==> src/rtl/core/lbu_pkg.sv <==
package lbu_pkg;

  // Field widths of the channels and registers.
  localparam int COLOR_W    = 8;
  localparam int HEIGHT_W   = 16;
  localparam int COORD_W    = 11;
  localparam int CFG_DATA_W = 11;
  localparam int CFG_INDEX_W = 2;

  // Register indexes of the configuration port.
  localparam logic [CFG_INDEX_W-1:0] REG_SRC_WIDTH  = 2'd0;
  localparam logic [CFG_INDEX_W-1:0] REG_SRC_HEIGHT = 2'd1;

  // Defaults of the size parameters and the register reset value.
  localparam int DEFAULT_MAX_WIDTH  = 1024;
  localparam int DEFAULT_MAX_HEIGHT = 1024;
  localparam logic [CFG_DATA_W-1:0] RESET_DIM = 11'd1024;

  // Rec.709 weights scaled so that they sum to 65536.
  localparam logic [23:0] W_RED   = 24'd13933;
  localparam logic [23:0] W_GREEN = 24'd46871;
  localparam logic [23:0] W_BLUE  = 24'd4732;

  // The height is round(P * 65535 / (65536 * 65025)) with P = weighted sum times alpha.
  localparam logic [47:0] HALF_DEN = 48'd2130739200;
  localparam logic [17:0] DIVISOR  = 18'd65025;
  // floor(2^32 / 65025), the reciprocal used for the division by 65025.
  localparam logic [16:0] RECIP    = 17'd66051;

  // Output blocks emitted by a pixel, in emission order.
  localparam logic [1:0] BLK_UP_LEFT = 2'd0;
  localparam logic [1:0] BLK_UP      = 2'd1;
  localparam logic [1:0] BLK_LEFT    = 2'd2;
  localparam logic [1:0] BLK_HERE    = 2'd3;

  typedef enum logic [1:0] {
    ST_IDLE,
    ST_SETUP,
    ST_EMIT
  } lbu_state_t;

  // Controls of the sequencer.
  typedef struct packed {
    logic take;
    logic mem_read;
    logic mem_write;
    logic load_out;
  } lbu_ctl_t;

endpackage

==> src/rtl/core/lbu_ifs.sv <==
interface lbu_pix_if import lbu_pkg::*; ();
  logic               valid;
  logic               ready;
  logic [COLOR_W-1:0] red;
  logic [COLOR_W-1:0] green;
  logic [COLOR_W-1:0] blue;
  logic [COLOR_W-1:0] alpha;

  modport source (output valid, red, green, blue, alpha, input ready);
  modport sink (input valid, red, green, blue, alpha, output ready);
endinterface


==> src/rtl/core/lbu_luma.sv <==
// Five-stage pipeline from an RGBA pixel to its 16-bit height. All stages
// advance together whenever the last stage is empty or its height is taken.
module lbu_luma
  import lbu_pkg::*;
(
  input  logic                clk,
  input  logic                rst,
  lbu_pix_if.sink             pix,
  input  logic                take,
  output logic                height_valid,
  output logic [HEIGHT_W-1:0] height
);

  logic [4:0]          stage_valid;
  logic                advance;
  logic [23:0]         wsum;
  logic [COLOR_W-1:0]  pix_alpha_d;
  logic [31:0]         prod;
  logic [31:0]         quo_in;
  logic [31:0]         quo_in_d;
  logic [15:0]         quo_est;
  logic [47:0]         scaled;
  logic [63:0]         recip_prod;
  logic [17:0]         rem;
  logic [HEIGHT_W-1:0] result;

  assign advance      = !stage_valid[4] || take;
  assign pix.ready    = advance;
  assign height_valid = stage_valid[4];
  assign height       = result;

  // Valid bits of the stages.
  always_ff @(posedge clk) begin
    if (rst) begin
      stage_valid <= '0;
    end else if (advance) begin
      stage_valid <= {stage_valid[3:0], pix.valid};
    end
  end

  // Rounded M = floor((P * 65535 + D / 2) / 65536), then M / 65025.
  assign scaled     = (48'(prod) << 16) - 48'(prod) + HALF_DEN;
  assign recip_prod = 64'(quo_in) * 64'(RECIP);
  assign rem        = quo_in_d[17:0] - 18'(32'(quo_est) * 32'(DIVISOR));

  always_ff @(posedge clk) begin
    if (advance) begin
      wsum     <= W_RED * 24'(pix.red) + W_GREEN * 24'(pix.green) + W_BLUE * 24'(pix.blue);
      prod     <= 32'(wsum) * 32'(pix_alpha_d);
      quo_in   <= scaled[47:16];
      quo_est  <= recip_prod[47:32];
      quo_in_d <= quo_in;
      // The reciprocal estimate is low by at most one.
      result   <= (rem >= DIVISOR) ? quo_est + 16'd1 : quo_est;
    end
  end

  // Alpha travels alongside the weighted sum.
  always_ff @(posedge clk) begin
    if (advance) begin
      pix_alpha_d <= pix.alpha;
    end
  end

endmodule

==> src/flat_wrapper.sv <==
// flat-port wrapper written by rule: the top's interface ports become plain ports
module lbu_luma_flat import lbu_pkg::*;
  (clk, rst, take, height_valid, height, pix_valid, pix_red, pix_green, pix_blue, pix_alpha, pix_ready);
  lbu_pix_if pix_i ();
  input  logic clk;
  input  logic rst;
  input  logic take;
  output logic height_valid;
  output logic [HEIGHT_W-1:0] height;
  input wire logic [$bits(pix_i.valid)-1:0] pix_valid;
  input wire logic [$bits(pix_i.red)-1:0] pix_red;
  input wire logic [$bits(pix_i.green)-1:0] pix_green;
  input wire logic [$bits(pix_i.blue)-1:0] pix_blue;
  input wire logic [$bits(pix_i.alpha)-1:0] pix_alpha;
  output wire logic [$bits(pix_i.ready)-1:0] pix_ready;
  assign pix_i.valid = pix_valid;
  assign pix_i.red = pix_red;
  assign pix_i.green = pix_green;
  assign pix_i.blue = pix_blue;
  assign pix_i.alpha = pix_alpha;
  assign pix_ready = pix_i.ready;
  lbu_luma u_core (.clk(clk), .rst(rst), .pix(pix_i), .take(take), .height_valid(height_valid), .height(height));
endmodule
==> config.mk <==
export PLATFORM = sky130hd
export DESIGN_NAME = lbu_luma_flat
export DESIGN_NICKNAME = d
export VERILOG_FILES = /design/src/rtl/core/lbu_pkg.sv /design/src/rtl/core/lbu_ifs.sv /design/src/rtl/core/lbu_luma.sv /design/src/flat_wrapper.sv
export SDC_FILE = /design/constraint.sdc
export NUM_CORES = 1
export LEC_CHECK = 0
export BUFFER_PORTS_ARGS = -buffer_cell sky130_fd_sc_hd__buf_2
export CAP_MARGIN = 10
export CORE_UTILIZATION = 48
export CTS_BUF_LIST = sky130_fd_sc_hd__clkbuf_8
export CTS_CLUSTER_DIAMETER = 30
export CTS_CLUSTER_SIZE = 40
export DETAILED_ROUTE_END_ITERATION = 8
export PLACE_DENSITY = 0.64
export SLEW_MARGIN = 0
export SYNTH_ARGS = -nofsm -noshare
export SYNTH_HDL_FRONTEND = slang
export SYNTH_SLANG_ARGS = --single-unit
==> constraint.sdc <==
create_clock -name clk -period 11.1 [get_ports clk]
set_clock_uncertainty 0.05 [all_clocks]
set_input_delay 1.665 -clock clk [delete_from_list [all_inputs] [get_ports clk]]
set_output_delay 1.665 -clock clk [all_outputs]
set_load 0.01 [all_outputs]
==> impl_metrics.json, run 1 <==
{
  "grt_pass1_wl_mm": 91.42,
  "relSlewSlack": 0.3505,
  "synth.top_cell.area_share": 0.2649,
  "grt_max_degree": 89,
  "globalplace.congestion": 0.8995,
  "drc": 0,
  "hold_class": "reg -> reg",
  "status": "finished clean",
  "crit_fanout": 4,
  "ys_seq_area_frac": 0.1740,
  "synth_seq_cells": 151,
  "routedWlPerCell_um": 16.67,
  "drive_gt1_frac": 0.04624,
  "nets": 3465,
  "seqCellArea_um2": 4484,
  "rows": 84,
  "clkSinkCount": 151,
  "wl_met1_mm": 21.73,
  "grtUsageTotal": 0.2120,
  "crit_buf_inv": 10,
  "routed-wl-met3_mm": 1.152,
  "grt_overflow_total": 0,
  "cp-start-kind": "primary input",
  "tns_ns": 0,
  "synth_edf_count": 146,
  "rsz0062_at_grt": "no",
  "drv_slew": 0,
  "drt_iter0_markers": 589,
  "fp.dieW_um": 233.7,
  "root_buffer": "clkbuf_8",
  "via_count": 17390,
  "path_class": "in -> reg",
  "syn_nets": 3415,
  "wl_met2_mm": 30.37,
  "synth.distinct_cells": 74,
  "port_buffers": 53,
  "tightest_slew_ns": 0.9742,
  "synth_area_leaders": "fa_1 26%, ha_1 25%, edfxtp_1 17%",
  "crit_top_cell": "inv_1",
  "synth_ff_type": "edfxtp_1",
  "grt_pass1_vias": 18920,
  "antenna_left": 0,
  "start_util": 0.4885,
  "cts.htree.levels": 4,
  "insertion_delay_ns": 0.52,
  "arrival_ns": 9.36,
  "finalCritPeriodShare": 0.8226,
  "die_y_um": 233.7,
  "syn_to_final_growth_pct": 5.544,
  "pin_count": 54,
  "drtPass1Iterations": 5,
  "post_cts_buffers": 0,
  "clock.fmax_mhz": 109.5,
  "worstPathRequired_ns": 11.33,
  "core-area_um2": 52760,
  "cp_top_family": "adder cells",
  "clock_path_buffers": 2,
  "synth_common_cells": "532 x inv_1, 506 x ha_1, 341 x fa_1",
  "cts_buffers": 17,
  "finalSetupViolations": 0,
  "cp_slowest_cell": "fa_1",
  "syn_avg_cell_area_um2": 10.18,
  "routed_via_density": 5.297,
  "ys_warn_count": 0,
  "grt_antenna_before_repair": 0,
  "fin_crit_ns": 9.131,
  "die_area_um2": 54630,
  "cts_tree": "yes",
  "cap_viol_max_count": 0,
  "dp_hpwl_mm": 47.34,
  "dp.cells": 3251,
  "cp-end-kind": "flop",
  "routed_wl_mm": 54.73,
  "cts_resized": 0,
  "synth_cells": 2532,
  "rrSetupSlack_ns": 4.34,
  "postCtsHoldBufs": 0,
  "fin_cells": 3284,
  "n_fill_cell": 4744,
  "finalHoldViolations": 0,
  "top_layer": "met4",
  "synth_top_area_cell": "fa_1",
  "synth_area_um2": 25770,
  "multi_input_area_um2": 19190,
  "async_flop_share": 0,
  "yosysMostFrequentCell": "inv_1",
  "cp_slowest_stage_delay_ns": 0.54,
  "clk_pin_slew_ns": 0.10
}
metal layers:
layer  track usage  up-vias
met1        0.2293     8587
met5             0        -
met4       0.07569        0
met2        0.4209      281
met3       0.02063       73
li1              -     8453
logic make-up (layout without fill, tap and decap cells):
kind of cell,count (synthesis),in the layout,share of synthesized area
AOI/OAI and AO/OA,333,333,0.08913
buffers and inverters,557,620,0.08146
DFF,151,151,0.1740
muxes,4,4,0.001650
and+or+nand+nor,501,501,0.09578
adders and majority gates,847,847,0.5105
other,0,1,0
xor gates and xnor gates,139,139,0.04752
final cells by class:
| cell class | instances | share of cell area |
|---|---|---|
| multi-input combinational | 1824 | 0.7055 |
| sequential | 151 | 0.1648 |
| inverter | 532 | 0.07359 |
| tap | 688 | 0.03164 |
| timing repair buffer | 56 | 0.01058 |
| clock buffer | 17 | 0.008601 |
| clock inverter | 15 | 0.005197 |
| antenna | 1 | 0.00009199 |
final timing paths:
path / startpoint / endpoint / cells past startpoint
max: pix_blue[2] / u_core.wsum[23] / 33
min: u_core.stage_valid[2] / u_core.stage_valid[2] / 2
max reg2reg: u_core.quo_est[2] / u_core.height[7] / 18
min reg2reg: u_core.stage_valid[2] / u_core.stage_valid[2] / 2
sequential cells by signal, summed over array words and instances, names as in the netlist:
signal and count:
u_core.pix_alpha_d 8, u_core.quo_in_d 18, u_core.wsum 24, u_core.height 16, u_core.quo_est 16, u_core.quo_in 32, u_core.stage_valid 5, u_core.prod 32
worst register-to-register path, cell delays in order, from the launching register on:
cell and delay (ns):
edfxtp_1 0.55, inv_1 0.22, fa_1 0.61, inv_1 0.05, ha_1 0.27, inv_1 0.05, fa_1 0.50, fa_1 0.52
fa_1 0.52, fa_1 0.49, ha_1 0.38, and3_1 0.23, and2_1 0.18, a2111oi_0 0.43, a21oi_1 0.14, xnor2_1 0.20
a311oi_4 0.71, and3b_1 0.28, xor2_1 0.14
cells in the final DEF (no fill, tap or decap), drive strengths merged, types with 6 or more instances in the layout:
cell type  count
a21oi         97
nor4           8
edfxtp       146
and3          11
clkbuf        17
o21ai         52
nor2b         14
a21o          41
inv          539
buf           56
nor3          21
nor2          88
o21bai        11
nand4         15
nand2        172
nand3         23
o21a          25
a31oi          9
and2         100
a211o         10
or2           12
nand2b        11
ha           506
a211oi        18
xor2          42
xnor2         97
a2111oi        7
or3            7
fa           341
clkinv         6
stage by stage:
stage	setup slack, ns	utilization	area (µm²)	hold slack [ns]
after floorplan	2.154	-	25770	0.3760
after CTS	1.977	0.5156	27200	0.4112
final	1.969	0.5156	27200	0.4099
after detailed placement	1.406	0.5084	26830	0.3986
after global routing	1.486	0.5156	27200	0.4276
after global placement	1.513	0.5084	26830	0.3867
Power of run 1 is not shown: default switching activity piles up to over one toggle a cycle in this logic, so the estimate is an artifact.
==> inputs of run 2 (changes only) <==
clock period = 8.7 ns   (was 11.1 ns; I/O delays follow)
==> run 2 against run 1 <==
  * Final cell count grew 1.7%
  * Largest cell class unchanged
  * Flip-flop and latch count is the same
  * Via count grew 1.5%
  * Non-clock buffer count grew 55
  * Routed wire length grew 0.51%
==> impl_metrics.json, run 2 (synthesis results as in run 1) <==
{
  "routed_wl_mm": 55.01,
  "drt_iter0_markers": 560,
  "crit_buf_inv": 10,
  "grt_overflow_total": 0,
  "path_class": "in -> reg",
  "layout_commonest_cell": "inv_1",
  "postCtsHoldBufs": 0,
  "finalCritPeriodShare": 0.9621,
  "startpoint": "pix_blue[2]",
  "via_count": 17650,
  "layout_common_cells": "531 x inv_1, 506 x ha_1, 341 x fa_1",
  "clk_pin_slew_ns": 0.09,
  "cts_tree": "yes",
  "tns_ns": 0,
  "dp_hpwl_mm": 47.56,
  "grt_antenna_before_repair": 1,
  "clock.fmax_mhz": 119.5,
  "grtUsageTotal": 0.2141,
  "rsz0062_at_grt": "no",
  "rrSetupSlack_ns": 1.95,
  "drc": 0,
  "fin_cells": 3339,
  "pin_count": 54,
  "worstPathRequired_ns": 8.91,
  "cap_viol_max_count": 0,
  "crit_top_cell": "inv_1",
  "reg_top3": "u_core.prod: 32 flops, u_core.quo_in: 32 flops, u_core.wsum: 24 flops",
  "arrival_ns": 8.58,
  "core-area_um2": 52760,
  "drv_slew": 0,
  "crit_end": "u_core.wsum[23]",
  "nets": 3520,
  "status": "finished clean",
  "path_depth": 33,
  "die_y_um": 233.7,
  "reg2regPathDepth": 18,
  "routed_via_density": 5.286,
  "clkSinkCount": 151,
  "relSlewSlack": 0.3655,
  "cp-start-kind": "primary input",
  "cp_slowest_cell": "fa_1",
  "port_buffers": 53,
  "grt_pass1_wl_mm": 92.12,
  "fin_crit_ns": 8.370,
  "finalHoldViolations": 0,
  "rows": 84,
  "dp.cells": 3305,
  "cp_slowest_stage_delay_ns": 0.55,
  "globalplace.congestion": 0.9034,
  "clock_path_buffers": 2,
  "insertion_delay_ns": 0.52,
  "cts_buffers": 17,
  "tightest_slew_ns": 0.9518,
  "drtPass1Iterations": 5,
  "start_util": 0.4885,
  "syn_to_final_growth_pct": 7.267,
  "routedWlPerCell_um": 16.47,
  "grt_pass1_vias": 19040,
  "finalSetupViolations": 0,
  "crit_fanout": 3,
  "grt_max_degree": 89,
  "hold_class": "reg -> reg",
  "die_area_um2": 54630,
  "drive_gt1_frac": 0.06868,
  "root_buffer": "clkbuf_8",
  "cp-end-kind": "flop",
  "cp_top_family": "adder cells",
  "r2r_start": "u_core.quo_est[2]",
  "antenna_left": 0,
  "fp.dieW_um": 233.7,
  "cts.htree.levels": 4,
  "rr_endpoint": "u_core.height[7]"
}
==> run 2: final cells by class <==
type | count | area [µm²]
Clock inverter | 15 | 145.1
Clock buffer | 17 | 234.0
Tap cell | 688 | 860.8
Multi-Input combinational cell | 1824 | 19220
Sequential cell | 151 | 4484
Timing Repair Buffer | 111 | 700.7
Inverter | 532 | 2002
Antenna cell | 1 | 2.502
Fill cell | 4761 | 25110
==> run 2: what timing repair did <==
action                                  4_1_cts  5_1_grt
buffers inserted                              0        1
hold endpoints to repair                      0        0
gates resized for setup                       0        9
endpoints found under the setup margin        0        2
==> run 2: worst min-delay path by stage <==
stage                                     start  depth (start not counted)  slack (ns)                    end
final                     u_core.stage_valid[0]                          2        0.41  u_core.stage_valid[0]
after global routing      u_core.stage_valid[0]                          2        0.43  u_core.stage_valid[0]
after CTS                 u_core.stage_valid[0]                          2        0.41  u_core.stage_valid[0]
after detailed placement  u_core.stage_valid[0]                          2        0.40  u_core.stage_valid[1]
after global placement    u_core.stage_valid[3]                          2        0.39  u_core.stage_valid[3]
after floorplan           u_core.stage_valid[0]                          2        0.38  u_core.stage_valid[0]
==> run 2: tightest hold or removal path, cell delays in order, from the launching register on <==
cell,delay [ns]
dfxtp_1,0.32
nand2_1,0.05
a21oi_1,0.05
==> run 2: stage by stage <==
| stage | instance area, µm² | worst slack, ns | util | hold WS (ns) |
|---|---|---|---|---|
| global placement | 27230 | -0.2782 | 0.5161 | 0.3874 |
| CTS | 27610 | 0.2088 | 0.5233 | 0.4148 |
| global route | 27650 | 0.01689 | 0.5240 | 0.4314 |
| finish | 27650 | 0.3301 | 0.5240 | 0.4130 |
| floorplan | 25770 | 0.1143 | - | 0.3760 |
| detailed placement | 27230 | -0.3521 | 0.5161 | 0.4015 |
==> run 2: layer usage <==
layer	wire, µm	GRT usage	vias to the layer above	share of wire
li1	-	-	8555	-
met1	22130	0.2312	8781	0.40
met2	30160	0.4208	235	0.55
met3	1052	0.02344	78	0.019
met4	1669	0.08178	0	0.030
met5	0	0	-	0
Power of run 2 is left out for the same reason.
==> inputs of run 3 (changes only) <==
CORE_MARGIN = 8   (was not set)
==> run 3 against run 2 <==
  * Die area increased by 12%
  * Non-clock buffer count is 2 lower
  * Hold slack worse by 0.0031 ns
  * Highest routed layer unchanged
  * Via count unchanged
  * Maximum frequency is 0.48% lower
  * Global-route usage down 2.3 points
  * Final cell count rose by 0.18%
==> impl_metrics.json, run 3 (synthesis results as in run 1) <==
{
  "status": "finished clean",
  "finalHoldViolations": 0,
  "cts_buffers": 17,
  "drt_iter0_markers": 653,
  "root_buffer": "clkbuf_8",
  "fp.dieW_um": 247.7,
  "routed_via_density": 5.276,
  "routed_wl_mm": 55.55,
  "clock_path_buffers": 2,
  "hold_class": "reg -> reg",
  "fin_crit_ns": 8.410,
  "cp_top_family": "adder cells",
  "core-area_um2": 53500,
  "cts_tree": "yes",
  "whs_path_depth": 2,
  "drtPass1Iterations": 7,
  "pin_count": 54,
  "clkSinkCount": 151,
  "grt_pass1_wl_mm": 94.15,
  "grt_pass1_vias": 19360,
  "worstPathRequired_ns": 8.92,
  "start_util": 0.4818,
  "crit_fanout": 3,
  "rows": 85,
  "cp_slowest_stage_delay_ns": 0.54,
  "drive_gt1_frac": 0.06835,
  "grt_antenna_before_repair": 1,
  "antenna_left": 0,
  "grt_max_degree": 66,
  "cp_slowest_cell": "fa_1",
  "drc": 0,
  "finalSetupViolations": 0,
  "finalCritPeriodShare": 0.9667,
  "tightest_slew_ns": 0.8572,
  "arrival_ns": 8.63,
  "clock.fmax_mhz": 118.9,
  "routedWlPerCell_um": 16.61,
  "rrSetupSlack_ns": 2.00,
  "cts.htree.levels": 4,
  "grtUsageTotal": 0.1907,
  "port_buffers": 53,
  "globalplace.congestion": 0.9287,
  "insertion_delay_ns": 0.52,
  "relSlewSlack": 0.4285,
  "layout_common_cells": "531 x inv_1, 506 x ha_1, 340 x fa_1",
  "die_y_um": 247.7,
  "worst_slack_ns": 0.2896,
  "crit_top_cell": "fa_1",
  "cap_viol_max_count": 0,
  "path_class": "in -> reg",
  "syn_to_final_growth_pct": 7.252,
  "place_ws_ns": -0.2551,
  "rsz0062_at_grt": "no",
  "reg2regPathDepth": 18,
  "via_count": 17650,
  "cp-start-kind": "primary input",
  "cp-end-kind": "flop",
  "tns_ns": 0,
  "clk_pin_slew_ns": 0.10,
  "grt_overflow_total": 0,
  "nets": 3518,
  "dp_hpwl_mm": 48.67,
  "layout_commonest_cell": "inv_1",
  "crit_buf_inv": 7,
  "n_fill_cell": 4826,
  "drv_slew": 0,
  "path_depth": 27,
  "die_area_um2": 61370,
  "reg_top3": "u_core.prod: 32 flops, u_core.quo_in: 32 flops, u_core.wsum: 24 flops"
}
==> run 3: metal layers <==
layer / track usage / vias to the layer above / routed length, µm
met1: 0.2065 / 8714 / 22050
met3: 0.01915 / 101 / 1220
met5: 0 / - / 0
met2: 0.3737 / 281 / 30320
met4: 0.07750 / 0 / 1960
li1: - / 8553 / -
==> run 3: timing repair <==
action,4_1_cts,5_1_grt
resized for setup,0,8
setup endpoints to repair,0,1
buffers inserted,0,1
hold buffers,0,0
==> run 3: worst register-to-register path, cell delays in order (launching register included) <==
cell       delay (ns)
edfxtp_1         0.54
inv_1            0.21
fa_1             0.61
inv_1            0.05
ha_1             0.27
inv_1            0.05
fa_1             0.50
fa_1             0.53
fa_1             0.52
fa_1             0.49
ha_1             0.38
and3_1           0.22
and2_1           0.17
a2111oi_0        0.41
a21oi_1          0.14
xnor2_1          0.19
a311oi_4         0.69
and3b_1          0.28
xor2_1           0.14
==> run 3: per-stage QoR <==
| step | cells | utilization | hold slack [ns] | instance area [µm²] |
|---|---|---|---|---|
| finish | 3345 | 0.5168 | 0.4099 | 27640 |
| global placement | 3311 | 0.5089 | 0.3908 | 27230 |
| CTS | 3343 | 0.5160 | 0.4108 | 27610 |
| detailed placement | 3311 | 0.5089 | 0.3959 | 27230 |
| floorplan | 2532 | - | 0.3760 | 25770 |
| global route | 3345 | 0.5168 | 0.4344 | 27640 |
==> run 3: area by class of cell <==
| class | count | area (µm²) | area share |
|---|---|---|---|
| Inverter | 532 | 2002 | 0.07242 |
| Tap cell | 696 | 870.8 | 0.03150 |
| Antenna cell | 1 | 2.502 | 0.00009052 |
| Timing Repair Buffer | 109 | 685.7 | 0.02480 |
| Clock buffer | 17 | 234.0 | 0.008464 |
| Multi-Input combinational cell | 1824 | 19220 | 0.6953 |
| Clock inverter | 15 | 145.1 | 0.005250 |
| Sequential cell | 151 | 4484 | 0.1622 |
==> run 3: final timing paths <==
| check | start | to |
|---|---|---|
| setup / recovery | pix_blue[2] | u_core.wsum[22] |
| hold / removal | u_core.stage_valid[2] | u_core.stage_valid[2] |
| setup reg to reg | u_core.quo_est[2] | u_core.height[7] |
| hold reg to reg | u_core.stage_valid[2] | u_core.stage_valid[2] |
Power of run 3 is left out for the same reason.
